<file path="config.mk">
export PLATFORM = sky130hd
export DESIGN_NAME = keypad_code_lock_top
export DESIGN_NICKNAME = d
export VERILOG_FILES = /design/src/design/kcl_pkg.sv /design/src/design/keypad_code_lock_top.sv
export SDC_FILE = /design/constraint.sdc
export NUM_CORES = 1
export LEC_CHECK = 0
export BUFFER_PORTS_ARGS = -buffer_cell sky130_fd_sc_hd__buf_4
export CORE_ASPECT_RATIO = 0.6
export CORE_MARGIN = 2
export CORE_UTILIZATION = 40
export CTS_CLUSTER_SIZE = 20
export DETAILED_ROUTE_END_ITERATION = 8
export GPL_TIMING_DRIVEN = 0
export SYNTH_ARGS = -nofsm -noshare
export SYNTH_HDL_FRONTEND = slang
export SYNTH_SLANG_ARGS = --single-unit
export TNS_END_PERCENT = 10
</file>
<file path="constraint.sdc">
create_clock -name aclk -period 11.74 [get_ports aclk]
set_input_delay 0 -clock aclk [delete_from_list [all_inputs] [get_ports aclk]]
set_output_delay 0 -clock aclk [all_outputs]
set_load 0.02 [all_outputs]
</file>
<file path="src/design/kcl_pkg.sv">
// ----------------------------------------------------------------------------
// kcl_pkg: shared types and constants of the keypad code lock
// Field widths, mode and event codes, key codes, register indexes and the
// packed layout of one result request.
// ----------------------------------------------------------------------------
package kcl_pkg;

    // default entry buffer depth
    localparam int MAX_DIGITS_DEF = 16;

    // field widths
    localparam int KEY_W      = 4;
    localparam int MODE_W     = 3;
    localparam int EVENT_W    = 4;
    localparam int COUNT_W    = 5;
    localparam int SEC_W      = 8;
    localparam int FAIL_W     = 4;
    localparam int CFG_IDX_W  = 2;
    localparam int CFG_DATA_W = 8;

    // stream widths
    localparam int S_TDATA_W = 8;
    localparam int S_TUSER_W = 1;
    localparam int M_TDATA_W = 32;

    // operating modes
    typedef enum logic [MODE_W-1:0] {
        MODE_ENTRY    = 3'd0,
        MODE_UNLOCKED = 3'd1,
        MODE_LOCKOUT  = 3'd2,
        MODE_VERIFY   = 3'd3,
        MODE_NEWPIN   = 3'd4
    } mode_t;

    // result events
    typedef enum logic [EVENT_W-1:0] {
        EV_NONE        = 4'd0,
        EV_DIGIT       = 4'd1,
        EV_MATCH       = 4'd2,
        EV_MISMATCH    = 4'd3,
        EV_LOCKOUT     = 4'd4,
        EV_CLEARED     = 4'd5,
        EV_CHANGED     = 4'd6,
        EV_EMPTY       = 4'd7,
        EV_VERIFY_FAIL = 4'd8
    } event_t;

    // request kinds carried in tuser
    localparam logic OP_KEY  = 1'b0;
    localparam logic OP_TICK = 1'b1;

    // key codes
    localparam logic [KEY_W-1:0] KEY_DIGIT_MAX = 4'd9;
    localparam logic [KEY_W-1:0] KEY_CHANGE    = 4'd10;
    localparam logic [KEY_W-1:0] KEY_BACK      = 4'd11;
    localparam logic [KEY_W-1:0] KEY_CLEAR     = 4'd14;
    localparam logic [KEY_W-1:0] KEY_SUBMIT    = 4'd15;

    // configuration register indexes
    localparam logic [CFG_IDX_W-1:0] CFG_UNLOCK_SEC  = 2'd0;
    localparam logic [CFG_IDX_W-1:0] CFG_MAX_FAIL    = 2'd1;
    localparam logic [CFG_IDX_W-1:0] CFG_LOCKOUT_SEC = 2'd2;

    // configuration reset values
    localparam logic [SEC_W-1:0]  UNLOCK_SEC_RST  = 8'd5;
    localparam logic [FAIL_W-1:0] MAX_FAIL_RST    = 4'd5;
    localparam logic [SEC_W-1:0]  LOCKOUT_SEC_RST = 8'd30;

    // one result, unlock in the lowest bit
    typedef struct packed {
        logic [FAIL_W-1:0]  failures;
        logic [SEC_W-1:0]   seconds_left;
        logic [COUNT_W-1:0] entry_count;
        event_t             event_res;
        mode_t              mode;
        logic               unlock;
    } result_t;

    localparam int RESULT_W = $bits(result_t);

endpackage

</file>
<file path="src/design/keypad_code_lock_top.sv">
// ----------------------------------------------------------------------------
// keypad_code_lock_top: keypad combination lock
// Collects digit keys, checks submitted entries against the stored PIN,
// drives the unlock output, counts failures and handles PIN change.
// ----------------------------------------------------------------------------
// Usage
//   s_axis: one request per key press or one-second tick; s_axis_tuser
//   selects the kind (0 key, 1 tick), s_axis_tdata[3:0] holds the key code.
//   m_axis: exactly one result request per input request, in order.
//   cfg: plain write port for unlock_seconds, max_failures, lockout_seconds;
//   write it only while no request is in flight.
// Timing
//   A request passes an input register and then one pass of logic that
//   updates the lock state and loads the output register, from which its
//   result shows on m_axis. One request per cycle is taken sustained
//   while m_axis does not stall.
// Reset and stall
//   aresetn clears the mode, counters, stored PIN length and both stages;
//   the stored PIN becomes empty. A stalled m_axis holds its result while
//   the input register still takes one more request before s_axis_tready
//   drops.
// ----------------------------------------------------------------------------
module keypad_code_lock_top #(
    parameter int MAX_DIGITS = kcl_pkg::MAX_DIGITS_DEF
) (
    input  logic                             aclk,
    input  logic                             aresetn,
    // tdata: key_code[3:0], zero pad
    input  logic [kcl_pkg::S_TDATA_W-1:0]    s_axis_tdata,
    // tuser: opcode[0]
    input  logic [kcl_pkg::S_TUSER_W-1:0]    s_axis_tuser,
    input  logic                             s_axis_tvalid,
    output logic                             s_axis_tready,
    // tdata: unlock[0], mode[3:1], event_res[7:4], entry_count[12:8],
    //        seconds_left[20:13], failures[24:21], zero pad
    output logic [kcl_pkg::M_TDATA_W-1:0]    m_axis_tdata,
    output logic                             m_axis_tvalid,
    input  logic                             m_axis_tready,
    input  logic                             cfg_wr_en,
    input  logic [kcl_pkg::CFG_IDX_W-1:0]    cfg_index,
    input  logic [kcl_pkg::CFG_DATA_W-1:0]   cfg_wdata
);
    import kcl_pkg::*;

    localparam int LEN_W = $clog2(MAX_DIGITS + 1);
    localparam int IDX_W = $clog2(MAX_DIGITS);
    localparam logic [LEN_W-1:0] LEN_FULL = LEN_W'(MAX_DIGITS);

    // configuration
    logic [SEC_W-1:0]  unlock_sec_reg;
    logic [FAIL_W-1:0] max_fail_reg;
    logic [SEC_W-1:0]  lockout_sec_reg;

    // input stage
    logic             in_valid_reg;
    logic             in_op_reg;
    logic [KEY_W-1:0] in_key_reg;

    // lock state
    mode_t             mode_reg, mode_next;
    logic [LEN_W-1:0]  entry_len_reg, entry_len_next;
    logic [LEN_W-1:0]  stored_len_reg, stored_len_next;
    logic [FAIL_W-1:0] fail_reg, fail_next;
    logic [SEC_W-1:0]  countdown_reg, countdown_next;
    logic              unlock_reg, unlock_next;
    logic [KEY_W-1:0]  entry_digits_reg [MAX_DIGITS];
    logic [KEY_W-1:0]  stored_pin_reg [MAX_DIGITS];

    // output stage
    logic    out_valid_reg;
    result_t result_reg, result_next;

    logic              fire;
    logic              pin_match;
    logic              digit_wr;
    logic              pin_copy;
    event_t            event_next;
    logic [FAIL_W:0]   fail_inc;

    // one request processed when the output register is free or drains
    assign fire          = in_valid_reg && (!out_valid_reg || m_axis_tready);
    assign s_axis_tready = !in_valid_reg || fire;

    assign m_axis_tvalid = out_valid_reg;
    assign m_axis_tdata  = {{(M_TDATA_W - RESULT_W){1'b0}}, result_reg};

    // configuration writes
    always_ff @(posedge aclk) begin
        if (!aresetn) begin
            unlock_sec_reg  <= UNLOCK_SEC_RST;
            max_fail_reg    <= MAX_FAIL_RST;
            lockout_sec_reg <= LOCKOUT_SEC_RST;
        end else if (cfg_wr_en) begin
            unique case (cfg_index)
                CFG_UNLOCK_SEC:  unlock_sec_reg  <= cfg_wdata;
                CFG_MAX_FAIL:    max_fail_reg    <= cfg_wdata[FAIL_W-1:0];
                CFG_LOCKOUT_SEC: lockout_sec_reg <= cfg_wdata;
                default: ;
            endcase
        end
    end

    // entry equals stored pin: same length and all live digits equal
    always_comb begin
        pin_match = (entry_len_reg == stored_len_reg);
        for (int k = 0; k < MAX_DIGITS; k++) begin
            if ((LEN_W'(k) < entry_len_reg) && (entry_digits_reg[k] != stored_pin_reg[k])) begin
                pin_match = 1'b0;
            end
        end
    end

    assign fail_inc = {1'b0, fail_reg} + 1'b1;

    // next state
    always_comb begin
        mode_next       = mode_reg;
        entry_len_next  = entry_len_reg;
        stored_len_next = stored_len_reg;
        fail_next       = fail_reg;
        countdown_next  = countdown_reg;
        unlock_next     = unlock_reg;
        event_next      = EV_NONE;
        digit_wr        = 1'b0;
        pin_copy        = 1'b0;
        if (in_op_reg == OP_TICK) begin
            // timed modes count down and fall back to entry
            if (mode_reg == MODE_UNLOCKED || mode_reg == MODE_LOCKOUT) begin
                if (countdown_reg <= SEC_W'(1)) begin
                    countdown_next = '0;
                    unlock_next    = 1'b0;
                    mode_next      = MODE_ENTRY;
                end else begin
                    countdown_next = countdown_reg - 1'b1;
                end
            end
        end else if (mode_reg == MODE_ENTRY || mode_reg == MODE_VERIFY ||
                     mode_reg == MODE_NEWPIN) begin
            if (in_key_reg <= KEY_DIGIT_MAX) begin
                // digit, dropped once the buffer is full
                if (entry_len_reg < LEN_FULL) begin
                    digit_wr       = 1'b1;
                    entry_len_next = entry_len_reg + 1'b1;
                    event_next     = EV_DIGIT;
                end
            end else begin
                unique case (in_key_reg)
                    KEY_CLEAR: begin
                        entry_len_next = '0;
                        event_next     = EV_CLEARED;
                    end
                    KEY_BACK: begin
                        if (entry_len_reg != '0) begin
                            entry_len_next = entry_len_reg - 1'b1;
                        end
                    end
                    KEY_CHANGE: begin
                        if (mode_reg == MODE_ENTRY) begin
                            entry_len_next = '0;
                            mode_next      = MODE_VERIFY;
                        end
                    end
                    KEY_SUBMIT: begin
                        if (mode_reg == MODE_NEWPIN) begin
                            // store the new pin as entered
                            pin_copy        = 1'b1;
                            stored_len_next = entry_len_reg;
                            entry_len_next  = '0;
                            mode_next       = MODE_ENTRY;
                            event_next      = EV_CHANGED;
                        end else if (mode_reg == MODE_VERIFY) begin
                            entry_len_next = '0;
                            mode_next      = pin_match ? MODE_NEWPIN : MODE_ENTRY;
                            event_next     = pin_match ? EV_MATCH : EV_VERIFY_FAIL;
                        end else if (entry_len_reg == '0) begin
                            event_next = EV_EMPTY;
                        end else if (pin_match) begin
                            entry_len_next = '0;
                            fail_next      = '0;
                            mode_next      = MODE_UNLOCKED;
                            unlock_next    = 1'b1;
                            countdown_next = unlock_sec_reg;
                            event_next     = EV_MATCH;
                        end else begin
                            // failure, lockout at the limit (zero limit acts as one)
                            entry_len_next = '0;
                            if (fail_inc >= {1'b0, max_fail_reg}) begin
                                fail_next      = '0;
                                mode_next      = MODE_LOCKOUT;
                                countdown_next = lockout_sec_reg;
                                event_next     = EV_LOCKOUT;
                            end else begin
                                fail_next  = fail_inc[FAIL_W-1:0];
                                event_next = EV_MISMATCH;
                            end
                        end
                    end
                    default: ;
                endcase
            end
        end
    end

    // result fields from the updated state
    always_comb begin
        result_next.unlock      = unlock_next;
        result_next.mode        = mode_next;
        result_next.event_res   = event_next;
        result_next.entry_count = COUNT_W'(entry_len_next);
        result_next.failures    = fail_next;
        if (mode_next == MODE_UNLOCKED || mode_next == MODE_LOCKOUT) begin
            result_next.seconds_left = countdown_next;
        end else begin
            result_next.seconds_left = '0;
        end
    end

    // control registers
    always_ff @(posedge aclk) begin
        if (!aresetn) begin
            in_valid_reg   <= 1'b0;
            out_valid_reg  <= 1'b0;
            mode_reg       <= MODE_ENTRY;
            entry_len_reg  <= '0;
            stored_len_reg <= '0;
            fail_reg       <= '0;
            countdown_reg  <= '0;
            unlock_reg     <= 1'b0;
        end else begin
            if (s_axis_tready) begin
                in_valid_reg <= s_axis_tvalid;
            end
            if (fire) begin
                out_valid_reg  <= 1'b1;
                mode_reg       <= mode_next;
                entry_len_reg  <= entry_len_next;
                stored_len_reg <= stored_len_next;
                fail_reg       <= fail_next;
                countdown_reg  <= countdown_next;
                unlock_reg     <= unlock_next;
            end else if (m_axis_tready) begin
                out_valid_reg <= 1'b0;
            end
        end
    end

    // payload registers
    always_ff @(posedge aclk) begin
        if (s_axis_tready && s_axis_tvalid) begin
            in_op_reg  <= s_axis_tuser[0];
            in_key_reg <= s_axis_tdata[KEY_W-1:0];
        end
        if (fire) begin
            result_reg <= result_next;
        end
        if (fire && digit_wr) begin
            entry_digits_reg[entry_len_reg[IDX_W-1:0]] <= in_key_reg;
        end
        if (fire && pin_copy) begin
            stored_pin_reg <= entry_digits_reg;
        end
    end

endmodule

</file>
[Yosys cells after proc, flatten, opt, wreduce, memory -nomap -nowiden]
Index checks and enable logic that the tools add are counted.
Cells by class
  multiplexer cells: 92
  eq/ne operators: 29
  bitwise gates (word level): 4
  order comparisons: 22
  reduce and logical (&&, ||, !) cells: 39
  add/sub/neg operators: 4
Operator list (number)
  8-bit 2-to-1 mux: 11
  64-bit bitwise mux: 1
  4-bit inequality test: 16
  4-bit 2-to-1 mux: 14
  3-bit 2-to-1 mux: 15
  5-bit 2-to-1 mux: 9
  4-bit by 5-bit < comparator with 1-bit output, first input constant: 8
  1-bit 2-to-1 mux: 38
  1-bit logical AND: 21
  3-bit by 5-bit < comparator with 1-bit output, first input constant: 4
  5-bit one-hot mux with 4 select lines: 1
  4-bit demux with 4-bit select: 1
  4-bit equality test, second input constant: 4
  1-bit by 5-bit < comparator with 1-bit output, first input constant: 2
  2-bit by 5-bit < comparator with 1-bit output, first input constant: 2
  3-bit by 2-bit equality test with 1-bit output, second input constant: 3
  8-bit by 1-bit <= comparator with 1-bit output, second input constant: 1
  4-bit one-hot mux with 2 select lines: 1
  8-bit by 1-bit subtractor with 8-bit output, second input constant: 1
  3-bit by 1-bit equality test with 1-bit output, second input constant: 2
  1-bit logical OR: 6
  3-bit one-hot mux with 2 select lines: 1
  2-bit AND reduction: 3
  6-bit AND reduction: 1
  other kinds (21): 24
Word-level totals
  word-level logic and storage cells: 241
  register bits: 206
  bits of input ports: 24
  output and inout bits: 34

[Logic depth before layout (Yosys ltp)]
  word-level depth: 28
  mapped depth: 12
  gate-level depth less buffers: 11

[Least setup slack after synthesis]
No wires, ideal clock.
  path type: register to register
  from: register in_key_reg[2]
  to: register stored_len_reg[0]
  required time: 11.616 ns
  arrival: 3.838 ns
  slack: 7.778 ns
  path buffers: 2
  clock period less this slack: 3.962 ns
  library setup time: 0.124 ns
  cell stages (with the launch flop): 9
  path through: edfxtp_1 clkbuf_1 and2_1 nand3_1 nor2_1 and3_1 clkbuf_1 mux2i_1 nor2b_1
Between the ends
  longest elaborated chain between the ends: 3
  elaborated cells on any way between the ends: 4
  those cells by class: order compare (1); eq/ne (1); bitwise (1); reduce/logical (1)
Ends and longest elaborated chain
  start: declaration: line keypad_code_lock_top.sv:57  | logic [KEY_W-1:0] in_key_reg;
  start signal: assignment: line keypad_code_lock_top.sv:251  | in_key_reg <= s_axis_tdata[KEY_W-1:0];
  4-bit <= comparator: line keypad_code_lock_top.sv:139  | if (in_key_reg <= KEY_DIGIT_MAX) begin
  1-bit NOT (no line)
  6-bit AND reduction (no line) *
  end signal: assignment: line keypad_code_lock_top.sv:237  | stored_len_reg <= stored_len_next;
  end: declaration: line keypad_code_lock_top.sv:62  | logic [LEN_W-1:0] stored_len_reg, stored_len_next;
Mark *: on every way between the ends. The rest lies on a longest branch, timed or not.
A chain may end at the register's enable or synchronous reset.

[Worst setup path after layout]
  from: register entry_len_reg[4]
  to: register countdown_reg[0]
Between the ends
  longest elaborated chain between the ends: 26
  elaborated cells on any way between the ends: 58
  those cells by class: order compare (16); eq/ne (1); mux (24); reduce/logical (17)
Ends and longest elaborated chain
  start: declaration: line keypad_code_lock_top.sv:61  | logic [LEN_W-1:0] entry_len_reg, entry_len_next;
  start signal: assignment: line keypad_code_lock_top.sv:236  | entry_len_reg <= entry_len_next;
  1-bit by 5-bit < comparator with 1-bit output: line keypad_code_lock_top.sv:107  | if ((LEN_W'(k) < entry_len_reg) && (entry_digits_reg[k] != stored_pin_reg[k])) begin
  1-bit logical AND: line keypad_code_lock_top.sv:107
  1-bit 2-to-1 mux (16 in series): line keypad_code_lock_top.sv:107
  8-bit 2-to-1 mux: line keypad_code_lock_top.sv:177  | end else if (pin_match) begin
  8-bit 2-to-1 mux *: line keypad_code_lock_top.sv:175  | end else if (entry_len_reg == '0) begin
  8-bit 2-to-1 mux *: line keypad_code_lock_top.sv:171  | end else if (mode_reg == MODE_VERIFY) begin
  8-bit 2-to-1 mux *: line keypad_code_lock_top.sv:164  | if (mode_reg == MODE_NEWPIN) begin
  8-bit 2-to-1 mux *: line keypad_code_lock_top.sv:147  | unique case (in_key_reg)
  8-bit 2-to-1 mux *: line keypad_code_lock_top.sv:139
  8-bit 2-to-1 mux *: line keypad_code_lock_top.sv:137  | end else if (mode_reg == MODE_ENTRY || mode_reg == MODE_VERIFY ||
  8-bit 2-to-1 mux *: line keypad_code_lock_top.sv:126  | if (in_op_reg == OP_TICK) begin
  end signal: assignment: line keypad_code_lock_top.sv:239  | countdown_reg <= countdown_next;
  end: declaration: line keypad_code_lock_top.sv:64  | logic [SEC_W-1:0] countdown_reg, countdown_next;
Marked as above.

==> results by stage <==
Worst setup path:
- The kind of cell with the highest combined delay along the critical path is compound AO/OA/AOI/OAI gates.
- Counting cells, the worst reg-to-reg path comes to 10.
- Data on the critical path arrives at its endpoint at 3870 ps.
- The capturing element type of the critical path is a register.
- Counting buffers and inverters, the worst setup path is 10 cells deep.
- On the critical path, the stage with the largest delay is an instance of a21boi_0.
- The worst setup path is launched from a register.
- Walking the worst path, the cells encountered are buf_2 -> buf_1 -> nor2_1 -> a41oi_1 -> o22ai_1 -> o2111ai_2 -> nor2_2 -> a21boi_0 -> nor2_1 -> o221a_2.
- The number of buffers and inverters on the critical path is 2.
- STA puts the critical path data required time at 12130 ps.
- Along the worst path, the maximum fanout reaches 10.
- The delay of the slowest cell on the worst path is 790 ps.
- The type of the worst setup path is register to register.
- The reg-to-reg startpoint is entry_len_reg[4]$_SDFFE_PN0P_.
- The cell that appears most often on the critical path is nor2_1.
- The critical path launch point is entry_len_reg[4]$_SDFFE_PN0P_.

Placement:
- Counting tap cells, the placed design contains a total of 1097 instances.
- The number of port buffers is 45.
- The placer congestion estimate is 0.9342.
- The minimum setup slack after placement is 8435 ps.
- The sum of net half-perimeters after detailed placement is 15320 um.

CTS:
- The root buffer cell chosen for the clock tree is clkbuf_16.
- The total CTS buffers is 20.
- CTS built an H-tree with a depth of 1.
- The clock latency of the later-clocked register in the worst-skew pair is 500 ps.
- The clock drives 206 sinks.
- The clock passes through at most 3 buffers.
- The clock-pin transition on the worst setup and hold timing paths is 70 ps.
- The CTS tree is done.
- The number of buffers added for setup after CTS is 0.

Route:
- In this run, the number of DRC markers left after iteration 0 of detailed routing was 770.
- The wire length per cell after detailed routing is 18.76 um.
- The number of nets with antenna violations after detailed routing is 0.
- The sum of routed wire length over all layers is 21650 um.
- The pre-antenna-repair detailed-routing pass consisted of 5 iterations.
- Detailed routing inserted a total of 6079 vias.
- The post-detailed-route via-to-cell ratio is 5.268.
- In the routed design, unresolved DRC markers number 0.

Global routing:
- The total global routing overflow is 0.
- The number of global-route vias before repair is 5627.
- The initial antenna violation count is 0.
- The first global-routing pass estimated 33100 um of wire.
- The overall fraction of global-route tracks in use is 18.17%.
- The maximum number of pins on one net before global-route repair is 45.

Floorplan:
- The starting density of the core is 41.28%.
- The vertical extent of the die is 121.5 um.
- The die is 199.8 um wide.
- For this design the top-level I/O count stands at 58.
- The die covers 0.02427 sq mm.
- The number of placement rows is 42.
- In this run the standard cell core region covers 0.02228 sq mm.

Timing:
- Across all setup checks in the final design, the least slack found is 8261 ps.
- Derived from the worst setup path, the maximum achievable clock frequency is 0.2874 GHz.
- The clock period could shrink to 3479 ps.
- The total negative slack for setup checks is 0 ps.
- Setup violations remaining at the end of the flow were counted as 0.
- The worst pin sits at a relative slew slack of 31.95%.
- Across the routed clock network, the largest skew measured is 12.86 ps.
- Setup repair after global routing left no endpoint under its margin.
- The final period utilization is 29.64%.
- The number of pins exceeding their max-slew limit in the final report is 0.
- The slew at the pin closest to its max-slew limit is 1021 ps.
- The number of hold violations in the final report is 0.

Pwr:
- Sequential cells account for 49.8% of the total power.
- Summed over all cells, the static leakage comes to 3.714 nW.
- In this run the power density over the cells is 148.9 mW/mm^2.
- Combinational cells account for 9.7% of the total power.
- The post-route total power is 1.615 mW.
- The clock network fraction of total power is 40.5%.
- The net switching power is 0.3792 mW.
- The cell-internal power is 1.236 mW.
- Net switching is 23.48% of the power.
- The worst-case vdd ir drop is 0.1047 mV.

Cells and area:
- The library cell used most frequently in the layout, excluding fill and tap cells, is edfxtp_1.
- In the final design database the tool counted 869 nets.
- The number of antenna diodes is 0.
- In the layout the commonest cells are edfxtp_1 (158), nand2_1 (55), buf_4 (53).
- After the flow finishes, the layout carries non-filler instances totaling 1154.
- Compared with the post-synthesis result, the final layout area differs by 17.93%.
- After filler insertion, the fill cell instance count of the layout stands at 2003.
- The fraction of layout cells with a size suffix above 1 is 13.71%.

Synth:
- The area share of the largest cell type after synthesis is 51.58%.
- The library cell with the largest summed area after synthesis is edfxtp_1.
- After synthesis the netlist holds a flip-flop and latch count of 206.
- The number of synthesized flops with an enable pin is 158.
- Among all flip-flop cells after synthesis, the most frequent one is edfxtp_1.
- The share of flip-flops with an asynchronous set or reset is 0%.
- The mean post-synth cell area is 12.48 sq um.
- Sequential elements use 62.02% of the synthesized area.
- Yosys attributes the largest share of cell area to edfxtp_1 (52%), dfxtp_1 (10%), xnor2_1 (4.7%).
- The number of standard cells after synthesis is 737.
- The area of the mapped netlist is 0.009199 sq mm.
- The count of unique library cells instantiated by Yosys is 70.
- During synthesis, Yosys emitted a total of 0 warnings.

Hold path:
- The beginning of the worst hold path is aresetn.
- Counting instances, the worst hold path has a depth of 2.
- The class of the tightest hold or removal check is primary input to register.

Flow run:
- Max-cap violations in this run came to 0.

Run status:
- The run finished with clean final reports.
==> Yosys cell counts, types with 5 or more instances <==
cell        n
inv_1      19
buf_2       6
a21oi_1    40
ha_1       13
buf_6       6
nand3_1    10
a31oi_1     6
mux2i_1    23
nor4_1     12
nand2_1    55
buf_4       8
xor2_1     27
dfxtp_1    48
and3_1      5
nand4_1     9
a21boi_0    8
nor2_1     39
nor2b_1    20
o22ai_1     6
nand3b_1    5
o21ai_0    33
edfxtp_1  158
a21o_1      5
nor3_1     13
nand2b_1    9
xnor2_1    49
clkbuf_1   20
==> metrics by stage <==
stage | area (sq um) | util (%) | hold slack, ps
final | 10850 | 48.69 | 32.25
after global routing | 10850 | 48.69 | 50.01
after CTS | 10850 | 48.69 | 8.918
after detailed placement | 9977 | 44.78 | 179.4
after global placement | 9945 | 44.63 | 178.2
after floorplan | 9221 | - | 98.87
==> area by class of cell <==
| type | instances | area, sq um | share of cell area, % |
|---|---|---|---|
| flip-flops and latches | 206 | 5705 | 52.60 |
| repair buffers | 67 | 575.6 | 5.306 |
| clock buffers | 28 | 571.8 | 5.271 |
| multi-input cells | 475 | 3201 | 29.50 |
| plain buffers | 43 | 249.0 | 2.295 |
| clock inverters | 8 | 88.84 | 0.8189 |
| well taps | 308 | 385.4 | 3.552 |
| inverters | 19 | 71.32 | 0.6574 |
==> routing by layer <==
layer	track usage, %	wire [um]	up-vias
met1	31.66	11780	2924
met5	0	0	-
li1	-	-	2906
met4	2.870	252	0
met3	4.614	2033	19
met2	21.57	7580	230
==> timing repair <==
item,4_1_cts,5_1_grt
hold endpoints to repair,42,0
resized for setup,0,0
endpoints found under the setup margin,0,0
hold buffers,21,0
==> worst paths after layout <==
path / end / slack (ps)
min reg2reg: stored_pin_reg[15]$_DFFE_PP_ / 460
max reg2reg: countdown_reg[0]$_SDFFE_PN0P_ / 8260
max: countdown_reg[0]$_SDFFE_PN0P_ / 8260
min: entry_len_reg[4]$_SDFFE_PN0P_ / 30
==> power by group through the flow <==
stage | logic (mW) | clock network [mW] | registers [mW]
CTS | 0.153 | 0.665 | 0.805
global placement | 0.147 | 0 | 0.821
detailed placement | 0.147 | 0 | 0.821
floorplan | 0.0958 | 0 | 0.821
finish | 0.156 | 0.654 | 0.805
global route | 0.168 | 0.694 | 0.806
==> logic make-up (layout without fill, tap and decap cells) <==
kind of cell,Yosys count,after routing,synth area share (%)
other cells,1,7,0.04077
buf+inv,62,165,3.428
simple gates,204,204,11.71
flops,206,206,62.02
compound gates,152,152,11.29
fa+ha+maj,13,13,1.768
mux,23,23,2.503
xor+xnor,76,76,7.236
(Power assumes the default switching activity.)
